## src/rtl/core/sld_pkg.sv

```systemverilog
`timescale 1ns / 1ps
// ----------------------------------------------------------------------------
// sld_pkg
// Shared constants and types for the sync/length/checksum deframer.
// ----------------------------------------------------------------------------
package sld_pkg;

	// window and output queue geometry
	localparam int WIN_DEPTH = 4096;
	localparam int WIN_AW    = $clog2(WIN_DEPTH);
	localparam int WFILL_W   = $clog2(WIN_DEPTH + 1);
	localparam int QUE_DEPTH = 4096;
	localparam int QUE_AW    = $clog2(QUE_DEPTH);
	localparam int QCNT_W    = $clog2(QUE_DEPTH + 1);

	// frame layout
	localparam int LEN_LO_OFS  = 16;
	localparam int LEN_HI_OFS  = 17;
	localparam int MIN_HEAD    = 18;
	localparam int FRAME_EXTRA = 19;
	localparam int FLEN_W      = 17;

	// command codes
	localparam logic ACT_PUSH = 1'b0;
	localparam logic ACT_POP  = 1'b1;

	// configuration register indexes
	localparam logic REG_SYNC_FIRST  = 1'b0;
	localparam logic REG_SYNC_SECOND = 1'b1;

	typedef struct packed {
		logic       action;
		logic [7:0] data;
	} cmd_t;

	typedef struct packed {
		logic               out_valid;
		logic [7:0]         out_byte;
		logic               out_last;
		logic [31:0]        good_frames;
		logic [31:0]        bad_frames;
		logic [31:0]        dropped_frames;
		logic [QCNT_W-1:0]  queued_bytes;
	} res_t;

endpackage

```

## src/rtl/core/sld_front.sv

```systemverilog
`timescale 1ns / 1ps
// ----------------------------------------------------------------------------
// sld_front
// Input side: takes push/pop transactions and buffers them in a two-entry
// command queue for the back end.
// ----------------------------------------------------------------------------
module sld_front
	import sld_pkg::*;
(
	input  logic       clk,
	input  logic       arst_n,
	input  logic       in_valid,
	output logic       in_ready,
	input  logic       action,
	input  logic [7:0] byte_in,
	output logic       cmd_valid,
	input  logic       cmd_ready,
	output cmd_t       cmd
);

	cmd_t       fifo_q [2];
	logic       wptr_q;
	logic       rptr_q;
	logic [1:0] cnt_q;
	logic       push;
	logic       pop;

	assign in_ready  = (cnt_q != 2'd2);
	assign cmd_valid = (cnt_q != 2'd0);
	assign cmd       = fifo_q[rptr_q];
	assign push      = in_valid && in_ready;
	assign pop       = cmd_valid && cmd_ready;

	// payload storage
	always_ff @(posedge clk) begin
		if (push) begin
			fifo_q[wptr_q].action <= (action == ACT_POP) ? ACT_POP : ACT_PUSH;
			fifo_q[wptr_q].data   <= byte_in;
		end
	end

	// pointers and occupancy
	always_ff @(posedge clk or negedge arst_n) begin
		if (!arst_n) begin
			wptr_q <= 1'b0;
			rptr_q <= 1'b0;
			cnt_q  <= 2'd0;
		end else begin
			if (push) begin
				wptr_q <= ~wptr_q;
			end
			if (pop) begin
				rptr_q <= ~rptr_q;
			end
			cnt_q <= cnt_q + {1'b0, push} - {1'b0, pop};
		end
	end

endmodule

```

## config.mk

```make
export PLATFORM = sky130hd
export DESIGN_NAME = sld_front
export DESIGN_NICKNAME = d
export VERILOG_FILES = /design/src/rtl/core/sld_pkg.sv /design/src/rtl/core/sld_front.sv
export SDC_FILE = /design/constraint.sdc
export NUM_CORES = 1
export LEC_CHECK = 0
export BUFFER_PORTS_ARGS = -buffer_cell sky130_fd_sc_hd__buf_2
export CORE_MARGIN = 1.5
export CORE_UTILIZATION = 45
export CTS_CLUSTER_SIZE = 28
export DETAILED_ROUTE_END_ITERATION = 16
export PLACE_DENSITY = 0.73
export SYNTH_ARGS = -nofsm -noshare
export SYNTH_HDL_FRONTEND = slang
export SYNTH_SLANG_ARGS = --single-unit
export TNS_END_PERCENT = 5
```

## constraint.sdc

```tcl
create_clock -name clk -period 4.3 [get_ports clk]
set_clock_uncertainty 0.2 [all_clocks]
set_input_delay 0.215 -clock clk [delete_from_list [all_inputs] [get_ports clk]]
set_output_delay 0.215 -clock clk [all_outputs]
set_load 0.05 [all_outputs]
```

Yosys cells after proc, flatten, opt, wreduce, memory -nomap -nowiden
Memory sizes are Yosys's and may differ from the RTL's.
Index checks and enable logic that the tools add are counted.
{ "word_totals": {"reg_bits": 4, "latch_bits": 0, "ramBits": 18, "romBits": 0, "inputBits": 13, "out_inout_bits": 11, "n_memories": 1} }
{ "memory_table": {"columns": ["memory", "words", "width", "read_ports", "rd_ports_with_merged_regs", "write_ports", "line_no", "source"], "rows": [
  ["fifo_q", 2, 9, 1, 0, 1, "sld_front.sv:21", "cmd_t fifo_q [2];"]
]} }
{ "classes": {"add_sub_neg": 2, "mul": 0, "div_mod_pow": 0, "order_cmp": 0, "n_eq_ne": 1, "shift": 0, "mux": 3, "n_bitwise": 2, "reduce_logical": 3} }
{ "op_table": {"columns": ["cell", "count"], "rows": [
  ["two-way mux 1 bit", 3],
  ["adder 2 x 1 -> 2 bit", 1],
  ["logical AND 1 bit", 2],
  ["inequality test 2 bit (second input constant)", 1],
  ["inverter 1 bit", 2],
  ["nonzero test 2 bit", 1],
  ["subtractor 2 x 1 -> 2 bit", 1]
]} }

Longest topological paths before layout
Gate-level depths: netlist of the first run.
{ "depth": {"depth_word": 4, "ltp_mapped": 7, "ltp_nobuf": 7} }

Worst setup path before layout of the first run
OpenSTA, ideal clock, no wires.
{ "synth_timing": {"kind": "register to register", "startpoint": "register cnt_q[1]", "endpoint": "register cnt_q[1]", "setup_ps": 123, "t_arrival_ps": 1766, "required_time_ps": 3977, "path_slack_ps": 2212, "path_stages_with_launch": 8, "n_path_buf": 0, "cell_sequence": "dfrtp_1 -> or2_1 -> and2_4 -> ha_1 -> inv_1 -> ha_1 -> xnor2_1 -> xnor2_1"} }
{ "synth_via": {"elab_cells_between_ends": 6} }
{ "synth_lines": {"columns": ["element", "line_no", "source"], "rows": [
  ["start: declaration", "sld_front.sv:24", "logic [1:0] cnt_q;"],
  ["start signal: assignment", "sld_front.sv:55", "cnt_q <= cnt_q + {1'b0, push} - {1'b0, pop};"],
  ["nonzero test 2 bit", "sld_front.sv:29", "assign cmd_valid = (cnt_q != 2'd0);"],
  ["net cmd_valid", "sld_front.sv:16", "output logic cmd_valid,"],
  ["logical AND 1 bit", "sld_front.sv:32", "assign pop = cmd_valid && cmd_ready;"],
  ["net pop", "sld_front.sv:26", "logic pop;"],
  ["subtractor 2 x 1 -> 2 bit", "sld_front.sv:55", null]
]} }
The timed path passes the listed nets, and every way through them passes these cells.
A chain may end at the register's enable or synchronous reset.

==> key figures, run 1 <==
STA
  – Part of the cycle the worst path needs: between 40% and 50%
  – RSZ-0062 raised after global routing: false
  – Tmin final: about 2 ns
  – Max_slew headroom: 46.3%
  – # setup viols final: 0
  – Final hold viol count: 0
  – Worst Max-Slew Pin Slew: roughly 0.8 ns
  – Final slew viol count: 0
  – TNS Setup: 0 ns
  – Achievable Freq: roughly 0.51 GHz

Run
  – Maxcap violations: 0

Detailed routing
  – Initial DRC count: 2
  – Detailed-route via count: a little under 500
  – DRC Markers: 0
  – Antenna violation net count after detailed routing: 0
  – DRT Pass-1 Iters: 2
  – WL final: roughly 1.4 mm
  – WL/cell: roughly 13 um
  – Vias per inst: around 4.6

Floorplan
  – Core Area: ~0.0017 mm2
  – FP Rows: 15
  – Initial Utilization: ~48%
  – Die height: about 46 um
  – Die area: 0.00215 mm2
  – Die width: 46.4 um
  – IO Count: 24

CTS
  – Post-CTS Hold Buffers: 11
  – Clk Latency, worst-skew pair: about 0.30 ns
  – CTS Buf Count: 3
  – Post-cts resize count: 0
  – Root Driver: clkbuf_4
  – CTS tree: built
  – Setup bufs post-CTS: 0
  – # clock sinks: 22
  – Worst-path clk slew: around 0.12 ns
  – Clock Tree Buf Depth: 2
  – # H-tree levels: 1

Synth
  – Syn_nets: 60
  – Synth unique cells: 14
  – Top cells by area, synth: edfxtp_1, mux2_1, dfrtp_1
  – Yosys reg bits: 22
  – Synth warn: 0
  – Mapped cell area: 846 um2
  – Sequential fraction of the synthesis area: between 70% and 80%
  – Avg Inst Size Synth: around 19 um2
  – Syn Inst Count: 45
  – Area share of the largest cell type after synthesis: 63.9%
  – Leading area contributor after synthesis: edfxtp_1

Global routing
  – Initial antenna violation count: 0
  – Remaining Overflow, GRT: 0
  – GRT Util Overall: between 10% and 20%
  – Vias in the first global route: 480
  – First-pass GRT wire length: between 2 and 2.5 mm
  – Pin count of the biggest net entering global routing: 13

Power and ir drop
  – Leak pwr: roughly 0.46 nW
  – Pwr/cell area: 712 mW/mm2
  – Peak VDD IR: roughly 370 uV

Critical path
  – Crit-path cells: mux2_1 > buf_2
  – Critical Path AT: 1.53 ns
  – Crit Reg-Reg Endpoint: cnt_q[1]
  – Worst setup SP type: register
  – R2R setup slack: between 2 and 2.5 ns
  – Delay of the slowest critical-path stage: 0.64 ns
  – Crit-path max FO: 10
  – Reg-to-reg startpoint: cnt_q[1]
  – Worst Path Required: ~3.9 ns
  – WS Path Type: register to primary output
  – Worst R2R Path Depth: 7
  – Worst path slowest cell: dfrtp_1
  – Worst Setup End Kind: primary output

Layout
  – Layout cell share with drive strength beyond 1: approximately a third
  – Layout net count: 98
  – Post-route design area: 0.00113 mm2
  – Most frequent cells in the layout: buf_2, edfxtp_1, dlygate4sd3_1
  – Commonest non-fill, non-tap cell in the layout: buf_2
  – Layout area overhead: 34.0%
  – # diodes: 0

Place
  – Port bufs: 23
  – Placed Area: 987 um2
  – GPL Wtd Cong: around 0.66

Min path
  – Hold Crit Class: input port to async pin

Outcome
  – Status: finished clean
[state kept, by name, indices dropped and copies added, names as in the netlist]
name / count
cnt_q: 2
fifo_q: 18
rptr_q: 1
wptr_q: 1
[Yosys cell counts, drive strengths merged]
cell / instances
mux2: 9
nand2: 1
or2: 1
ha: 2
inv: 1
and3: 1
xor2: 1
nand2b: 1
buf: 1
xnor2: 3
dfrtp: 4
edfxtp: 18
nor2: 1
and2: 1
[power by group]
part,total [mW],switching (mW),internal (mW)
combinational,0.361,0.251,0.110
clock,0.110,0.0583,0.0516
sequential,0.337,0.0393,0.298
[stage by stage]
step	instances	utilization, %	hold slack, ns	total power, mW	setup slack (ns)
after floorplan	45	-	-0.281	0.620	2.21
after global placement	92	56.6	-0.171	0.688	2.47
after detailed placement	92	56.6	-0.171	0.699	2.44
after CTS	107	64.9	0.0302	0.817	2.33
after global routing	107	64.9	0.0368	0.850	2.27
final	107	64.9	0.0274	0.807	2.36
[final cells by class]
cell class              count  area [um2]
flip-flops and latches     22         641
fillers                   145         612
repair buffers             34         225
inverters                   1        3.75
multi-input cells          21         196
well taps                  25        31.3
clock buffers               4        36.3
[kinds of logic after synthesis]
kind of cell / synth area share [%]
AND/OR/NAND/NOR: 4.14
XOR/XNOR: 4.14
adder cells (fa/ha/maj): 2.96
flip-flops: 75.7
multiplexers: 12.0
buffers and inverters: 1.03
[worst max-delay path: cells and delay by family (launching register included)]
kind	cells	cell delay, ns
mux	1	0.37
buf+inv	1	0.21
flops	1	0.64
[metal layers]
metal,track usage [%],wire (um),vias to the layer above
met1,16.4,543,238
met5,0,0,-
met2,25.6,761,13
met4,8.57,10,0
met3,3.53,52,2
li1,-,-,238
[worst max-delay path by stage]
| stage | from | to | slack (ns) | depth (start not counted) |
|---|---|---|---|---|
| after floorplan | cnt_q[1] | cnt_q[1] | 2.21 | 7 |
| after global placement | cnt_q[1] | cnt_q[1] | 2.47 | 7 |
| after detailed placement | cnt_q[1] | fifo_q[0][8] | 2.44 | 3 |
| after CTS | rptr_q | cmd[3] | 2.33 | 2 |
| after global routing | rptr_q | cmd[0] | 2.27 | 2 |
| final | rptr_q | cmd[3] | 2.36 | 2 |
Power figures use the tool's default switching activity.
==> run 2, diff against run 1 <==
==> constraint.sdc (replaced) <==
create_clock -name clk -period 2 [get_ports clk]
set_clock_uncertainty 0.2 [all_clocks]
set_input_delay 0.1 -clock clk [delete_from_list [all_inputs] [get_ports clk]]
set_output_delay 0.1 -clock clk [all_outputs]
set_load 0.05 [all_outputs]
==> key figures, run 2 (same netlist as run 1, synthesis figures left out) <==
Floorplan
  – Initial Utilization: 48.5% (unchanged)
  – Die height: 46.4 um (unchanged)
  – FP Rows: 15 (unchanged)
  – Core Area: 0.00175 mm2 (unchanged)
  – Die area: 0.00215 mm2 (unchanged)
  – IO Count: 24 (unchanged)
  – Die width: 46.4 um (unchanged)

CTS
  – Clk Latency, worst-skew pair: 0.29 ns (about the same)
  – Worst-path clk slew: 0.10 ns (-0.02 ns)
  – CTS Buf Count: 3 (unchanged)
  – # clock sinks: 22 (unchanged)
  – Root Driver: clkbuf_4
  – # H-tree levels: 1 (unchanged)
  – Clock Tree Buf Depth: 2 (unchanged)
  – CTS tree: built

Critical path
  – Most common cell on crit path: ha_1
  – Worst Path Required: 1.98 ns (-1.90 ns)
  – Critical Path AT: 1.90 ns (+0.37 ns)
  – Crit-path max FO: 3 (-7)
  – Worst path slowest cell: dfrtp_1
  – WS Path Type: register to register
  – Worst Setup End Kind: register
  – Worst setup SP type: register
  – Delay of the slowest critical-path stage: 0.41 ns (-0.23 ns)
  – Crit-path cells: or2_4 > and2_4 > ha_1 > inv_1 > ha_1 > xnor2_2 > xnor2_1

Layout
  – Layout net count: 104 (+6.1%)
  – # diodes: 0 (unchanged)
  – Commonest non-fill, non-tap cell in the layout: buf_2
  – Top flop regs: fifo_q (18), cnt_q (2)
  – Max reg flops: 18 (unchanged)
  – Layout area overhead: 40.2%
  – Largest Register: fifo_q
  – Final Util: 68.0% (+3.0 points)
  – Layout cell share with drive strength beyond 1: 38.6% (+4.5 points)
  – Most frequent cells in the layout: buf_2, edfxtp_1, dlygate4sd3_1

STA
  – Final WS setup: 0.0879 ns (-2.27 ns)
  – # setup viols final: 0 (unchanged)
  – Tmin final: around 1.9 ns
  – Max_slew headroom: 70.0% (+24 points)
  – Final slew viol count: 0 (unchanged)
  – Part of the cycle the worst path needs: 95.6%
  – TNS Setup: 0 ns (unchanged)
  – Achievable Freq: between 0.5 and 0.6 GHz
  – Worst Max-Slew Pin Slew: 0.449 ns (-0.353 ns)
  – Final hold viol count: 0 (unchanged)
  – RSZ-0062 raised after global routing: false

Place
  – Dpl ws: 0.113 ns (-2.32 ns)
  – GPL Wtd Cong: 0.688 (+4.8%)
  – Dpl hpwl: about 940 um
  – Port bufs: 23 (unchanged)

Detailed routing
  – DRC Markers: 0 (unchanged)
  – WL final: 1.41 mm (+2.8%)
  – Initial DRC count: 5 (+3)
  – DRT Pass-1 Iters: 3 (+1)
  – Antenna violation net count after detailed routing: 0 (unchanged)
  – WL/cell: 12.5 um (-2.7%)
  – Vias per inst: 4.58 (-0.10%)
  – Detailed-route via count: 518 (+5.5%)

Global routing
  – Vias in the first global route: 531 (+11%)
  – Initial antenna violation count: 0 (unchanged)
  – Remaining Overflow, GRT: 0 (unchanged)
  – First-pass GRT wire length: 2.21 mm (+8.1%)
  – Pin count of the biggest net entering global routing: 13 (unchanged)
  – GRT Util Overall: 16.2% (+1.4 points)

Power and ir drop
  – Leak pwr: 0.486 nW (+6.4%)
  – Pwr/cell area: 1500 mW/mm2 (+110%)
  – Peak VDD IR: 889 uV (+140%)

Outcome
  – Status: finished clean

Run
  – Maxcap violations: 0 (unchanged)

Min path
  – Hold Crit Class: register to register
## run 2: cell types whose count changed in the layout (fill, tap and decap cells not counted), sizes merged
cell	change
buf	+4
dlygate4sd3	+2
## run 2: cell type report
cell class	instances	area [um2]
inverter	1	3.75
sequential	22	641
multi-input combinational	21	209
timing repair buffer	40	275
tap	25	31.3
clock buffer	4	26.3
fill	138	559
## run 2: what timing repair did
action	4_1_cts	5_1_grt
resized for setup	0	1
hold buffers	13	0
setup endpoints to repair	0	1
endpoints found under the hold margin	24	0
setup buffers	0	2
## run 2: final timing paths
path	from	end	slack [ns]	cells after the start
setup / recovery	cnt_q[1]	cnt_q[1]	0.09	7
setup reg to reg	cnt_q[1]	cnt_q[1]	0.09	7
hold / removal	wptr_q	wptr_q	0.30	1
max in group asynchronous	arst_n	rptr_q	0.93	3
min in group asynchronous	arst_n	cnt_q[0]	0.50	3
hold reg to reg	wptr_q	wptr_q	0.30	1
## run 2: per-stage QoR
stage,hold slack (ns),total power [mW],instances,cell area (um2)
2_1_floorplan,-0.396,1.35,45,851
3_3_place_gp,-0.287,1.51,94,1010
3_5_place_dp,-0.288,1.53,94,1010
4_1_cts,0.302,1.75,111,1160
5_1_grt,0.302,1.89,113,1190
6_report,0.302,1.78,113,1190
## run 2: where the power goes
part           total (mW)  switching, mW  internal (mW)
logic               0.868          0.562          0.306
registers           0.720         0.0816          0.639
clock network       0.195          0.117         0.0776
total                1.78          0.761           1.02
## run 2: worst max-delay path: cells and delay by family (launching register included)
family	cells	cell delay (ns)
flops	1	0.41
buf+inv	1	0.04
simple gates	2	0.41
xor+xnor	2	0.28
fa+ha+maj	2	0.47
## run 2: routing by layer
layer	global-route usage, %	share of wire (%)
met5	0	0
met4	10.3	0.64
met3	5.10	4.5
met2	26.9	53
met1	17.6	42
